File: config.mk
export PLATFORM = sky130hd
export DESIGN_NAME = sound_dsp_command_port_top
export DESIGN_NICKNAME = d
export VERILOG_FILES = /design/src/sdcp_pkg.sv /design/src/sdcp_core.sv /design/src/sound_dsp_command_port_top.sv
export SDC_FILE = /design/constraint.sdc
export NUM_CORES = 1
export LEC_CHECK = 0
export ABC_AREA = 1
export BUFFER_PORTS_ARGS = -buffer_cell sky130_fd_sc_hd__buf_2
export CAP_MARGIN = 0
export CELL_PAD_IN_SITES_DETAIL_PLACEMENT = 1
export CELL_PAD_IN_SITES_GLOBAL_PLACEMENT = 2
export CORE_ASPECT_RATIO = 0.9
export CORE_UTILIZATION = 37
export CTS_BUF_LIST = sky130_fd_sc_hd__clkbuf_8
export CTS_CLUSTER_DIAMETER = 50
export DETAILED_ROUTE_END_ITERATION = 8
export GPL_TIMING_DRIVEN = 0
export PLACE_DENSITY_LB_ADDON = 0.08
export SETUP_SLACK_MARGIN = 0.05
export SYNTH_ARGS = -nofsm -noshare
export SYNTH_HDL_FRONTEND = slang
export SYNTH_SLANG_ARGS = --single-unit
File: constraint.sdc
create_clock -name clk -period 6.7 [get_ports clk]
set_input_delay 0.67 -clock clk [delete_from_list [all_inputs] [get_ports clk]]
set_output_delay 0.67 -clock clk [all_outputs]
set_load 0.02 [all_outputs]
File: src/sdcp_pkg.sv
// Shared types, codes and tables for the DSP command port.
package sdcp_pkg;

    // Queue geometry
    localparam int QUEUE_DEPTH = 15;
    localparam int CNT_W       = $clog2(QUEUE_DEPTH + 1);
    localparam int IDX_W       = $clog2(QUEUE_DEPTH);

    // Host access codes
    localparam logic [3:0] ACT_RESET_WR  = 4'd0;
    localparam logic [3:0] ACT_RESET_RD  = 4'd1;
    localparam logic [3:0] ACT_CMD_WR    = 4'd2;
    localparam logic [3:0] ACT_WSTAT_RD  = 4'd3;
    localparam logic [3:0] ACT_DATA_RD   = 4'd4;
    localparam logic [3:0] ACT_DATA_WR   = 4'd5;
    localparam logic [3:0] ACT_RSTAT_RD  = 4'd6;
    localparam logic [3:0] ACT_RSTAT_WR  = 4'd7;
    localparam logic [3:0] ACT_DACK_RD   = 4'd8;
    localparam logic [3:0] ACT_DACK_WR   = 4'd9;

    // DSP opcodes
    localparam logic [7:0] OP_NOP10      = 8'h10;
    localparam logic [7:0] OP_DMA_START  = 8'h14;
    localparam logic [7:0] OP_NOP40      = 8'h40;
    localparam logic [7:0] OP_DMA_LEN    = 8'h48;
    localparam logic [7:0] OP_SPK_ON     = 8'hD1;
    localparam logic [7:0] OP_SPK_OFF    = 8'hD3;
    localparam logic [7:0] OP_SPK_STAT   = 8'hD8;
    localparam logic [7:0] OP_IDENT      = 8'hE0;
    localparam logic [7:0] OP_VERSION    = 8'hE1;
    localparam logic [7:0] OP_GUARD      = 8'hE2;
    localparam logic [7:0] OP_TEST_WR    = 8'hE4;
    localparam logic [7:0] OP_TEST_RD    = 8'hE8;
    localparam logic [7:0] OP_IRQ        = 8'hF2;
    localparam logic [7:0] OP_ZERO_REPLY = 8'hF8;

    // Fixed bytes
    localparam logic [7:0] RESET_REPLY   = 8'hAA;
    localparam logic [7:0] GUARD_INIT    = 8'hAA;
    localparam logic [7:0] UNMAPPED_BYTE = 8'hFF;
    localparam logic [7:0] RSTAT_READY   = 8'h80;
    localparam logic [16:0] XFER_MAX     = 17'h1FFFF;

    // Guard weights, modulo 256; last column is the row constant
    localparam logic [7:0] GUARD_W [4][9] = '{
        '{8'h01, 8'hFE, 8'hFC, 8'h08, 8'hF0, 8'h20, 8'h40, 8'h80, 8'h96},
        '{8'hFF, 8'h02, 8'hFC, 8'h08, 8'h10, 8'hE0, 8'h40, 8'h80, 8'hA5},
        '{8'hFF, 8'h02, 8'h04, 8'hF8, 8'h10, 8'hE0, 8'hC0, 8'h80, 8'h69},
        '{8'h01, 8'hFE, 8'h04, 8'hF8, 8'hF0, 8'h20, 8'hC0, 8'h80, 8'h5A}
    };

    typedef struct packed {
        logic [3:0] action;
        logic       port_offset;
        logic [7:0] data_byte;
    } in_item_t;

    typedef struct packed {
        logic [7:0] read_data;
        logic       dma_request;
        logic       interrupt_request;
    } out_item_t;

    // Command length in bytes; zero for an unknown opcode
    function automatic logic [1:0] opcode_length(input logic [7:0] op);
        logic [1:0] len;
        unique case (op)
            OP_SPK_ON, OP_SPK_OFF, OP_SPK_STAT, OP_VERSION,
            OP_TEST_RD, OP_IRQ, OP_ZERO_REPLY:            len = 2'd1;
            OP_NOP10, OP_NOP40, OP_IDENT, OP_GUARD,
            OP_TEST_WR:                                   len = 2'd2;
            OP_DMA_START, OP_DMA_LEN:                     len = 2'd3;
            default:                                      len = 2'd0;
        endcase
        return len;
    endfunction

    // Sum of the row weights selected by the parameter bits plus row constant
    function automatic logic [7:0] guard_delta(input logic [1:0] row,
                                               input logic [7:0] p);
        logic [7:0] acc;
        acc = GUARD_W[row][8];
        for (int i = 0; i < 8; i++)
        begin
            if (p[i])
            begin
                acc = acc + GUARD_W[row][i];
            end
        end
        return acc;
    endfunction

endpackage

File: src/sdcp_core.sv
// DSP state: command and reply queues, command execution, DMA and IRQ levels.
module sdcp_core (
    input  logic                clk,
    input  logic                rst_n,
    input  logic                fire,
    input  sdcp_pkg::in_item_t  item,
    input  logic [15:0]         version,
    output sdcp_pkg::out_item_t result
);

    localparam logic [sdcp_pkg::CNT_W-1:0] DEPTH_C =
        sdcp_pkg::CNT_W'(sdcp_pkg::QUEUE_DEPTH);

    logic [7:0]                 cq_reg   [sdcp_pkg::QUEUE_DEPTH];
    logic [7:0]                 cq_next  [sdcp_pkg::QUEUE_DEPTH];
    logic [7:0]                 rq_reg   [sdcp_pkg::QUEUE_DEPTH];
    logic [7:0]                 rq_next  [sdcp_pkg::QUEUE_DEPTH];
    logic [sdcp_pkg::CNT_W-1:0] ccnt_reg, ccnt_next;
    logic [sdcp_pkg::CNT_W-1:0] rcnt_reg, rcnt_next;
    logic                       rready_reg, rready_next;
    logic [7:0]                 latch_reg, latch_next;
    logic [7:0]                 tval_reg, tval_next;
    logic                       spk_reg, spk_next;
    logic [16:0]                xlen_reg, xlen_next;
    logic [16:0]                xdone_reg, xdone_next;
    logic [7:0]                 guard_reg, guard_next;
    logic [1:0]                 phase_reg, phase_next;
    logic [7:0]                 ack_reg, ack_next;
    logic                       drq_reg, drq_next;
    logic                       irq_reg, irq_next;

    logic [7:0] rd;
    logic [7:0] op;
    logic [1:0] op_len;
    logic [1:0] push_n;
    logic [7:0] push_b [2];
    logic       odd;

    assign odd = item.port_offset;

    // Work out the next state and the read byte for one request
    always_comb
    begin
        cq_next     = cq_reg;
        rq_next     = rq_reg;
        ccnt_next   = ccnt_reg;
        rcnt_next   = rcnt_reg;
        rready_next = rready_reg;
        latch_next  = latch_reg;
        tval_next   = tval_reg;
        spk_next    = spk_reg;
        xlen_next   = xlen_reg;
        xdone_next  = xdone_reg;
        guard_next  = guard_reg;
        phase_next  = phase_reg;
        ack_next    = ack_reg;
        drq_next    = drq_reg;
        irq_next    = irq_reg;
        rd          = 8'h00;
        op          = 8'h00;
        op_len      = 2'd0;
        push_n      = 2'd0;
        push_b[0]   = 8'h00;
        push_b[1]   = 8'h00;

        if (fire)
        begin
            unique case (item.action)
                sdcp_pkg::ACT_RESET_WR:
                begin
                    if (!odd)
                    begin
                        // One then zero: empty both queues and queue the reset reply
                        if (item.data_byte == 8'h00 && latch_reg == 8'h01)
                        begin
                            ccnt_next   = '0;
                            rq_next[0]  = sdcp_pkg::RESET_REPLY;
                            rcnt_next   = sdcp_pkg::CNT_W'(1);
                            rready_next = 1'b1;
                        end
                        latch_next = item.data_byte;
                    end
                end
                sdcp_pkg::ACT_RESET_RD:
                begin
                    rd = sdcp_pkg::UNMAPPED_BYTE;
                end
                sdcp_pkg::ACT_CMD_WR:
                begin
                    if (!odd)
                    begin
                        // Append the byte, drop it when the queue is full
                        if (ccnt_reg < DEPTH_C)
                        begin
                            cq_next[ccnt_reg[sdcp_pkg::IDX_W-1:0]] = item.data_byte;
                            ccnt_next = ccnt_reg + 1'b1;
                        end
                        op     = cq_next[0];
                        op_len = sdcp_pkg::opcode_length(op);
                        if (op_len != 2'd0 && ccnt_next == sdcp_pkg::CNT_W'(op_len))
                        begin
                            ccnt_next = '0;
                            unique case (op)
                                sdcp_pkg::OP_DMA_START:
                                begin
                                    xlen_next  = {1'b0, cq_next[2], cq_next[1]} + 17'd1;
                                    xdone_next = '0;
                                    drq_next   = 1'b1;
                                end
                                sdcp_pkg::OP_DMA_LEN:
                                begin
                                    xlen_next = {1'b0, cq_next[2], cq_next[1]} + 17'd1;
                                end
                                sdcp_pkg::OP_SPK_ON:  spk_next = 1'b1;
                                sdcp_pkg::OP_SPK_OFF: spk_next = 1'b0;
                                sdcp_pkg::OP_SPK_STAT:
                                begin
                                    push_n    = 2'd1;
                                    push_b[0] = spk_reg ? 8'hFF : 8'h00;
                                end
                                sdcp_pkg::OP_IDENT:
                                begin
                                    push_n    = 2'd1;
                                    push_b[0] = ~cq_next[1];
                                end
                                sdcp_pkg::OP_VERSION:
                                begin
                                    push_n    = 2'd2;
                                    push_b[0] = version[15:8];
                                    push_b[1] = version[7:0];
                                end
                                sdcp_pkg::OP_GUARD:
                                begin
                                    guard_next = guard_reg
                                               + sdcp_pkg::guard_delta(phase_reg, cq_next[1]);
                                    phase_next = phase_reg + 2'd1;
                                    ack_next   = guard_next;
                                    drq_next   = 1'b1;
                                end
                                sdcp_pkg::OP_TEST_WR: tval_next = cq_next[1];
                                sdcp_pkg::OP_TEST_RD:
                                begin
                                    push_n    = 2'd1;
                                    push_b[0] = tval_reg;
                                end
                                sdcp_pkg::OP_IRQ: irq_next = 1'b1;
                                sdcp_pkg::OP_ZERO_REPLY:
                                begin
                                    push_n    = 2'd1;
                                    push_b[0] = 8'h00;
                                end
                                default: ;
                            endcase
                        end
                    end
                end
                sdcp_pkg::ACT_WSTAT_RD:
                begin
                    rd = odd ? sdcp_pkg::UNMAPPED_BYTE : 8'h00;
                end
                sdcp_pkg::ACT_DATA_RD:
                begin
                    if (odd)
                    begin
                        rd = sdcp_pkg::UNMAPPED_BYTE;
                    end
                    else
                    begin
                        // Pop the head of the reply queue
                        if (rcnt_reg != '0)
                        begin
                            rd = rq_reg[0];
                            for (int i = 0; i < sdcp_pkg::QUEUE_DEPTH - 1; i++)
                            begin
                                rq_next[i] = rq_reg[i + 1];
                            end
                            rq_next[sdcp_pkg::QUEUE_DEPTH - 1] = 8'h00;
                            rcnt_next = rcnt_reg - 1'b1;
                        end
                        if (rcnt_next == '0)
                        begin
                            rready_next = 1'b0;
                        end
                    end
                end
                sdcp_pkg::ACT_RSTAT_RD:
                begin
                    irq_next = 1'b0;
                    if (odd)
                    begin
                        rd = sdcp_pkg::UNMAPPED_BYTE;
                    end
                    else
                    begin
                        rd = rready_reg ? sdcp_pkg::RSTAT_READY : 8'h00;
                    end
                end
                sdcp_pkg::ACT_DACK_RD:
                begin
                    drq_next = 1'b0;
                    rd       = ack_reg;
                end
                sdcp_pkg::ACT_DACK_WR:
                begin
                    // Count the transfer, saturating; finish when length reached
                    if (xdone_reg != sdcp_pkg::XFER_MAX)
                    begin
                        xdone_next = xdone_reg + 17'd1;
                    end
                    if (xdone_next >= xlen_reg)
                    begin
                        drq_next = 1'b0;
                        irq_next = 1'b1;
                    end
                end
                default: ;
            endcase

            // Queue reply bytes; a full queue drops them but still flags ready
            for (int k = 0; k < 2; k++)
            begin
                if (push_n > 2'(k))
                begin
                    rready_next = 1'b1;
                    if (rcnt_next < DEPTH_C)
                    begin
                        rq_next[rcnt_next[sdcp_pkg::IDX_W-1:0]] = push_b[k];
                        rcnt_next = rcnt_next + 1'b1;
                    end
                end
            end
        end
    end

    assign result.read_data         = rd;
    assign result.dma_request       = drq_next;
    assign result.interrupt_request = irq_next;

    // Hold the DSP state
    always_ff @(posedge clk or negedge rst_n)
    begin
        if (!rst_n)
        begin
            for (int i = 0; i < sdcp_pkg::QUEUE_DEPTH; i++)
            begin
                cq_reg[i] <= 8'h00;
                rq_reg[i] <= 8'h00;
            end
            ccnt_reg   <= '0;
            rcnt_reg   <= '0;
            rready_reg <= 1'b0;
            latch_reg  <= 8'h00;
            tval_reg   <= 8'h00;
            spk_reg    <= 1'b0;
            xlen_reg   <= '0;
            xdone_reg  <= '0;
            guard_reg  <= sdcp_pkg::GUARD_INIT;
            phase_reg  <= 2'd0;
            ack_reg    <= 8'h00;
            drq_reg    <= 1'b0;
            irq_reg    <= 1'b0;
        end
        else
        begin
            cq_reg     <= cq_next;
            rq_reg     <= rq_next;
            ccnt_reg   <= ccnt_next;
            rcnt_reg   <= rcnt_next;
            rready_reg <= rready_next;
            latch_reg  <= latch_next;
            tval_reg   <= tval_next;
            spk_reg    <= spk_next;
            xlen_reg   <= xlen_next;
            xdone_reg  <= xdone_next;
            guard_reg  <= guard_next;
            phase_reg  <= phase_next;
            ack_reg    <= ack_next;
            drq_reg    <= drq_next;
            irq_reg    <= irq_next;
        end
    end

endmodule

File: src/sound_dsp_command_port_top.sv
// Top level of the DSP command port: request register, result register, version register.
//
// Each request is one host port access or DMA acknowledge; it returns one result with the
// byte read and the DRQ and IRQ levels after the access. A request is held in the request
// register, is applied to the DSP state in a single pass and lands in the result register,
// so a new request can be taken every cycle; requests only stall while a result waits on
// out_ready with the request register also full. The version word is written through the
// cfg channel, which is always ready; the user must write it only while no request is in
// flight, as the block itself does not enforce this.
module sound_dsp_command_port_top (
    input  logic                clk,
    input  logic                rst_n,
    input  logic                in_valid,
    output logic                in_ready,
    input  sdcp_pkg::in_item_t  in_data,
    output logic                out_valid,
    input  logic                out_ready,
    output sdcp_pkg::out_item_t out_data,
    input  logic                cfg_valid,
    output logic                cfg_ready,
    input  logic [15:0]         cfg_data
);

    sdcp_pkg::in_item_t  req_reg;
    logic                req_full_reg;
    sdcp_pkg::out_item_t res_reg;
    logic                res_valid_reg;
    logic [15:0]         version_reg;
    sdcp_pkg::out_item_t core_result;
    logic                advance;
    logic                fire;

    // Move the request forward when the result slot is free or being taken
    assign advance   = !res_valid_reg || out_ready;
    assign fire      = advance && req_full_reg;
    assign in_ready  = !req_full_reg || advance;
    assign cfg_ready = 1'b1;
    assign out_valid = res_valid_reg;
    assign out_data  = res_reg;

    sdcp_core u_core (
        .clk     (clk),
        .rst_n   (rst_n),
        .fire    (fire),
        .item    (req_reg),
        .version (version_reg),
        .result  (core_result)
    );

    // Hold request and result control
    always_ff @(posedge clk or negedge rst_n)
    begin
        if (!rst_n)
        begin
            req_full_reg  <= 1'b0;
            res_valid_reg <= 1'b0;
            version_reg   <= 16'h0105;
        end
        else
        begin
            if (in_valid && in_ready)
            begin
                req_full_reg <= 1'b1;
            end
            else if (advance)
            begin
                req_full_reg <= 1'b0;
            end
            if (advance)
            begin
                res_valid_reg <= req_full_reg;
            end
            if (cfg_valid && cfg_ready)
            begin
                version_reg <= cfg_data;
            end
        end
    end

    // Capture payloads
    always_ff @(posedge clk)
    begin
        if (in_valid && in_ready)
        begin
            req_reg <= in_data;
        end
        if (fire)
        begin
            res_reg <= core_result;
        end
    end

endmodule

==> run summary, run 1 <==
Setup TNS = 0 ns
RSZ-0062 raised after global routing = false
Number of global-route vias before repair = 20200
Die H = 216 microns
Top FF cell, synth = dfrtp_1
Seq. cell area = 0.00666 sq mm
Hold-fix buffers, CTS = 1
Sink Count = 261
Final Cycle Share = 0.926
Critical Path Fanout Max = 10
Layout area overhead = 12.7%
Arrival @ worst endpoint = 6.76 ns
CP Class = flip-flop to flip-flop
Antenna viol nets, final = 0
DP Cell Count = 3582
Design Area, Final = 0.0213 sq mm
Number of flip-flops in the largest register = 120
Most numerous cell in the Yosys netlist = nand2_1
Most used cell along the critical path = nand2_1
Grt total ovfl = 0
Hpwl dp = 60.0 mm
Row Count = 78
Ant. Diodes = 0
Largest net degree at the start of global routing = 63
Initial antenna violation count = 0
YS warnings = 0
Clock Latency Late Sink = 0.68 ns
Number of max-cap violations = 1
Worst path slowest cell = o21ai_1
Final Wtd Congestion = 0.910
Routed length per instance = 22.0 microns
DRC Markers = 0
Clock Skew = 0.0316 ns
Fmax = 161 MHz
Inserted Clock Buffers = 53
Hold depth = 1
GRT Total Usage = 0.314
Via-to-Cell Ratio = 5.47
Post-CTS Setup Repair Bufs = 0
Syn Area/Cell = 6.61 sq um
Synth top area cells = dfrtp_1, nand2_1, o21ai_0
# fillers = 6701
H-tree depth = 2
Critical Path RT = 7.25 ns
Final std cells w/o fill = 3681
Die ar. = 0.0519 sq mm
Final setup vio count = 0
Post-synth EDFFs = 23
Post-synthesis cell type count = 54
Synthesized instance count = 2853
CP Launch Type = flip-flop
Area of the multi-input gates = 0.0104 sq mm
Worst Hold Class = input pin to flip-flop
Worst Reg-to-Reg Cells = 31
WL final = 80.9 mm
Max incr delay on CP = 0.62 ns
First-pass GRT wire length = 124 mm
Hold WS = 0.172 ns
Relative slew slack = -0.0478
Placed inst area = 0.0201 sq mm
Cell Area, Synth = 0.0189 sq mm
Iteration-0 DRC Markers = 1681
PortBufs = 45
CTS tree = yes
Slew @ Worst Pin = 1.56 ns
Core Region = 0.0504 sq mm
Seq/Total Area, Yosys = 0.353
Pins Over Slew Limit = 7
CTS resizes = 0
Via count = 20100
Reg clk slew, reported paths = 0.07 ns
Final Hold Fails = 0
Status = complete, but fails checks
Total iterations of the first detailed-routing run = 5
CP endpoint kind = flip-flop
Area share of the leading cell type in the synthesized netlist = 0.307
Post-Synthesis Net Count = 2939
Initial Util = 0.374
Peak VDD IR = 0.000187 V
Io pins = 47
Leakage = 0.0111 uW
PwrDens = 343 mW/mm^2
Post-synth top area cell = dfrtp_1
Final core occ = 0.422
Fin crit period = 6.21 ns
DIE WIDTH = 240 microns
Layout cells sized above 1 = 0.0763
#FFs+latches synth = 261
Asr flop ratio synth = 0.912
Root Driver = clkbuf_8
Final #Nets = 3044
Post-synth top cells = nand2_1, o21ai_0, inv_1, dfrtp_1, nand3_1
Failing checks = capacitance limit, slew limit
Bufs on Longest Clock Path = 3
[per-layer routing]
layer	share of wire	up-vias	global-route usage	wire, microns
met5	0	-	0	0
li1	-	9480	-	-
met3	0.062	132	0.0504	5030
met1	0.50	9961	0.477	40400
met2	0.41	570	0.450	33300
met4	0.027	0	0.0970	2210
[report_power, final]
group	internal, uW	switching, uW
sequential	1970	321
clock	1080	824
combinational	922	2170
total	3980	3310
[critical path, delay by kind of cell (launching register included)]
| family | cells | cell delay (ns) |
|---|---|---|
| AOI/OAI and AO/OA | 4 | 1.14 |
| xor gates and xnor gates | 7 | 1.41 |
| adders and majority gates | 3 | 1.07 |
| buffers and inverters | 5 | 0.74 |
| DFF | 1 | 0.45 |
| and+or+nand+nor | 12 | 1.30 |
[final timing paths]
path / slack (ns) / endpoint / from
worst min-delay path: 0.17 / req_reg[9] / in_data[9]
min in group asynchronous: 0.52 / u_core.xdone_reg[6] / rst_n
worst max-delay path: 0.49 / u_core.ack_reg[7] / u_core.ccnt_reg[2]
max in group asynchronous: 5.07 / version_reg[8] / rst_n
worst min register to register: 0.47 / u_core.guard_reg[3] / u_core.guard_reg[3]
worst max register to register: 0.49 / u_core.ack_reg[7] / u_core.ccnt_reg[2]
[per-stage QoR]
step                      setup slack [ns]  power, uW
after detailed placement             0.617       5330
after CTS                            0.570       7270
after global placement               0.146       5200
after floorplan                       1.91       4300
final                                0.493       7290
after global routing                 0.162       7790
[layout by cell type (no fill, tap or decap), types with 66 or more instances in the layout]
cell type / Yosys / layout
dfrtp_1: 231 / 231
inv_1: 276 / 289
buf_2: 23 / 67
nand3_1: 191 / 191
clkbuf_1: 104 / 104
nand4_1: 94 / 94
nor2_1: 164 / 164
clkbuf_8: 0 / 66
nand2_1: 1042 / 1042
o21ai_0: 299 / 299
[cell families (layout without fill, tap and decap cells)]
family / Yosys count / after routing / share of synthesized area
and+or+nand+nor: 1591 / 1591 / 0.361
other: 1 / 1 / 0.000199
AOI/OAI and AO/OA: 429 / 429 / 0.122
muxes: 22 / 22 / 0.0117
DFF: 261 / 261 / 0.353
buffers and inverters: 454 / 602 / 0.0954
xor gates and xnor gates: 43 / 43 / 0.0200
adders and majority gates: 52 / 52 / 0.0361
[layout make-up]
class,count,area share
buffer,146,0.0301
clock buffer,66,0.0427
clock inverter,32,0.0133
inverter,308,0.0545
multi-input combinational,2138,0.491
sequential,261,0.313
tap,680,0.0400
timing repair buffer,50,0.0158
Note: power is estimated with default switching activity, not from simulation.
==> inputs of run 2 (changes only) <==
--- a/config.mk
+++ b/config.mk
@@ -5,13 +5,11 @@
 export SDC_FILE = /design/constraint.sdc
 export NUM_CORES = 1
 export LEC_CHECK = 0
-export ABC_AREA = 1
-export BUFFER_PORTS_ARGS = -buffer_cell sky130_fd_sc_hd__buf_2
-export CAP_MARGIN = 0
+export BUFFER_PORTS_ARGS = -buffer_cell sky130_fd_sc_hd__clkbuf_2
 export CELL_PAD_IN_SITES_DETAIL_PLACEMENT = 1
 export CELL_PAD_IN_SITES_GLOBAL_PLACEMENT = 2
 export CORE_ASPECT_RATIO = 0.9
-export CORE_UTILIZATION = 37
+export CORE_UTILIZATION = 39
 export CTS_BUF_LIST = sky130_fd_sc_hd__clkbuf_8
 export CTS_CLUSTER_DIAMETER = 50
 export DETAILED_ROUTE_END_ITERATION = 8
==> run summary, run 2 <==
Post-CTS Setup Repair Bufs = 0 (unchanged)
H-tree depth = 2 (unchanged)
Ant. Diodes = 0 (unchanged)
Post-Synthesis Net Count = 2002 (-32%)
Initial Util = 0.398 (+0.0235)
Leakage = 0.00819 uW (-26%)
Critical Path Fanout Max = 10 (unchanged)
Max incr delay on CP = 0.56 ns (-0.06 ns)
Asr flop ratio synth = 0.912 (unchanged)
Most numerous cell in the Yosys netlist = nand2_1
Final setup margin = 0.884 ns (+0.390 ns)
Largest net degree at the start of global routing = 84 (+33%)
Area share of the leading cell type in the synthesized netlist = 0.336 (+0.0294)
GRT Total Usage = 0.278 (-0.0361)
Final Wtd Congestion = 0.922 (+1.3%)
Hpwl dp = 44.4 mm (-26%)
First-pass GRT wire length = 95.6 mm (-23%)
Reg clk slew, reported paths = 0.06 ns (about the same)
Fin crit period = 5.82 ns (-0.390 ns)
Synthesized instance count = 1916 (-33%)
Seq/Total Area, Yosys = 0.387 (+0.0338)
Top delay family on crit path = adder cells
Final #Nets = 2102 (-31%)
#FFs+latches synth = 261 (unchanged)
Grt total ovfl = 0 (unchanged)
Most common cell after layout, fill and taps aside = nand2_1
Seq. cell area = 0.00666 sq mm (unchanged)
Worst slack at placement = 0.930 ns (+0.313 ns)
Number of global-route vias before repair = 15500 (-24%)
Crit path buffers/inverters = 3 (-2)
Number of max-cap violations = 0 (-1)
Iteration-0 DRC Markers = 1050 (-38%)
PortBufs = 44 (-2.2%)
Sink Count = 261 (unchanged)
Worst Hold Class = input pin to asynchronous set/reset pin
Reg2Reg Setup Slack = 0.88 ns (+0.39 ns)
Synth top area cells = dfrtp_1, mux2i_1, nand2_1
Cell Area, Synth = 0.0172 sq mm (-8.7%)
Post-synth top area cell = dfrtp_1
Total iterations of the first detailed-routing run = 6 (+1)
Top FF cell, synth = dfrtp_1
Via count = 15000 (-25%)
# fillers = 5097 (-24%)
PwrDens = 224 mW/mm^2 (-35%)
Layout area overhead = 12.1%
Post-synthesis cell type count = 77 (+43%)
Status = finished clean
Via-to-Cell Ratio = 5.76 (+5.3%)
Final Hold Fails = 0 (unchanged)
CTS tree = yes
GR peak layer = met1
Layout cells sized above 1 = 0.114 (+0.0375)
Peak VDD IR = 0.000160 V (-15%)
Row Count = 72 (-7.7%)
Pins Over Slew Limit = 0 (-7)
Initial antenna violation count = 1 (+1)
DRC Markers = 0 (unchanged)
Final core occ = 0.446 (+0.0239)
Clock Skew = 0.0509 ns (+0.0193 ns)
Routed length per instance = 23.6 microns (+7.3%)
Die H = 201 microns (-6.9%)
Crit-path cells = inv_1 > ha_1 > nor3b_1 > buf_2 > mux2i_1 > clkbuf_1 > mux2i_1 > ha_1 > xnor2_1 > mux2_2 > ha_1 > xor2_1 > mux2_2 > fa_1 > mux2i_1 > xor2_1 > ha_1 > a21oi_1 > xnor2_1 > xnor2_1 > nand2_1 > o21a_1
Bufs on Longest Clock Path = 3 (unchanged)
CTS resizes = 0 (unchanged)
Post-synth EDFFs = 23 (unchanged)
CP endpoint kind = flip-flop
Met2 GRT Util = 0.399 (-0.0506)
Root Driver = clkbuf_8
Relative slew slack = 0.0887 (+0.136)
Met1 Usage GRT = 0.419 (-0.0582)
Final Cycle Share = 0.868 (-0.0583)
Critical Path RT = 7.23 ns (-0.02 ns)
DP Cell Count = 2518 (-30%)
DIE WIDTH = 223 microns (-6.9%)
RSZ-0062 raised after global routing = false
CP Launch Type = flip-flop
Io pins = 47 (unchanged)
Slew @ Worst Pin = 1.33 ns (-0.231 ns)
Arrival @ worst endpoint = 6.34 ns (-0.42 ns)
CP Class = flip-flop to flip-flop
Number of flip-flops in the largest register = 120 (unchanged)
Final std cells w/o fill = 2611 (-29%)
Hold WS = 0.0485 ns (-0.124 ns)
Antenna viol nets, final = 0 (unchanged)
YS warnings = 0 (unchanged)
WL final = 61.6 mm (-24%)
Worst path slowest cell = clkbuf_1
Final setup vio count = 0 (unchanged)
Hold-fix buffers, CTS = 0 (-1)
Area of the multi-input gates = 0.00985 sq mm (-5.6%)
Clock Latency Late Sink = 0.67 ns (about the same)
Core Region = 0.0432 sq mm (-14%)
Syn Area/Cell = 8.98 sq um (+36%)
Commonest cells after routing, fill and taps aside = nand2_1, mux2i_1, dfrtp_1, o21ai_0, clkbuf_1
M3 GR Usage = 0.0526 (+0.00213)
Setup TNS = 0 ns (unchanged)
Post-synth top cells = nand2_1, mux2i_1, dfrtp_1, o21ai_0, clkbuf_1
Fmax = 172 MHz (+6.7%)
Inserted Clock Buffers = 51 (-3.8%)
Die ar. = 0.0450 sq mm (-13%)
Most used cell along the critical path = ha_1
-- run 2: cell count changes after synthesis, sizes merged, moves of 22 or more --
| cell | previous run | this run |
|---|---|---|
| o22ai | 26 | 3 |
| mux2i | 21 | 276 |
| nand3 | 202 | 34 |
| o21ai | 322 | 225 |
| nor2 | 180 | 94 |
| inv | 281 | 49 |
| xnor2 | 4 | 38 |
| nand4 | 96 | 17 |
| buf | 42 | 20 |
| clkinv | 27 | 1 |
| mux2 | 1 | 54 |
| nand2 | 1052 | 368 |
-- run 2: metal layers --
layer,share of wire,up-vias
li1,-,6930
met1,0.50,7671
met2,0.41,352
met3,0.063,87
met4,0.021,0
met5,0,-
-- run 2: final timing paths --
check	endpoint	startpoint	cells after the start
min in group clk	req_reg[2]	in_data[2]	1
worst max register to register	u_core.ack_reg[7]	u_core.ccnt_reg[1]	22
max in group asynchronous	version_reg[2]	rst_n	3
worst min register to register	u_core.tval_reg[0]	u_core.tval_reg[0]	2
worst max-delay path	u_core.ack_reg[7]	u_core.ccnt_reg[1]	22
worst min-delay path	u_core.xlen_reg[16]	rst_n	1
-- run 2: final cells by class --
class	count	area share
flip-flops and latches	261	0.345
plain buffers	128	0.0271
multi-input cells	1477	0.511
repair buffers	47	0.0150
well taps	555	0.0360
clock inverters	26	0.00876
inverters	50	0.00973
clock buffers	67	0.0478
-- run 2: metrics by stage --
step,power [uW],instance area [sq um]
2_1_floorplan,2290,17200
3_3_place_gp,2550,18100
3_5_place_dp,2580,18200
4_1_cts,4340,19300
5_1_grt,4500,19300
6_report,4320,19300
-- run 2: cell families after synthesis --
| family | Yosys count | share of synthesized area |
|---|---|---|
| buffers and inverters | 178 | 0.0413 |
| XOR/XNOR | 56 | 0.0285 |
| other | 1 | 0.000218 |
| flip-flops | 261 | 0.387 |
| AO/OA/AOI/OAI | 389 | 0.131 |
| multiplexers | 330 | 0.196 |
| AND/OR/NAND/NOR | 649 | 0.176 |
| adder cells (fa/ha/maj) | 52 | 0.0396 |
-- run 2: report_power, final --
group          internal (uW)  switching, uW
clock network            969            778
logic                    258            467
registers               1710            137
total                   2930           1380
-- run 2: worst reg2reg max path: stages (launching register included) --
cell	delay, ns
dfrtp_1	0.43
inv_1	0.12
ha_1	0.14
nor3b_1	0.16
buf_2	0.32
mux2i_1	0.26
clkbuf_1	0.56
mux2i_1	0.31
ha_1	0.28
xnor2_1	0.13
mux2_2	0.28
ha_1	0.32
xor2_1	0.15
mux2_2	0.29
fa_1	0.50
mux2i_1	0.11
xor2_1	0.23
ha_1	0.35
a21oi_1	0.16
xnor2_1	0.17
xnor2_1	0.15
nand2_1	0.11
o21a_1	0.17
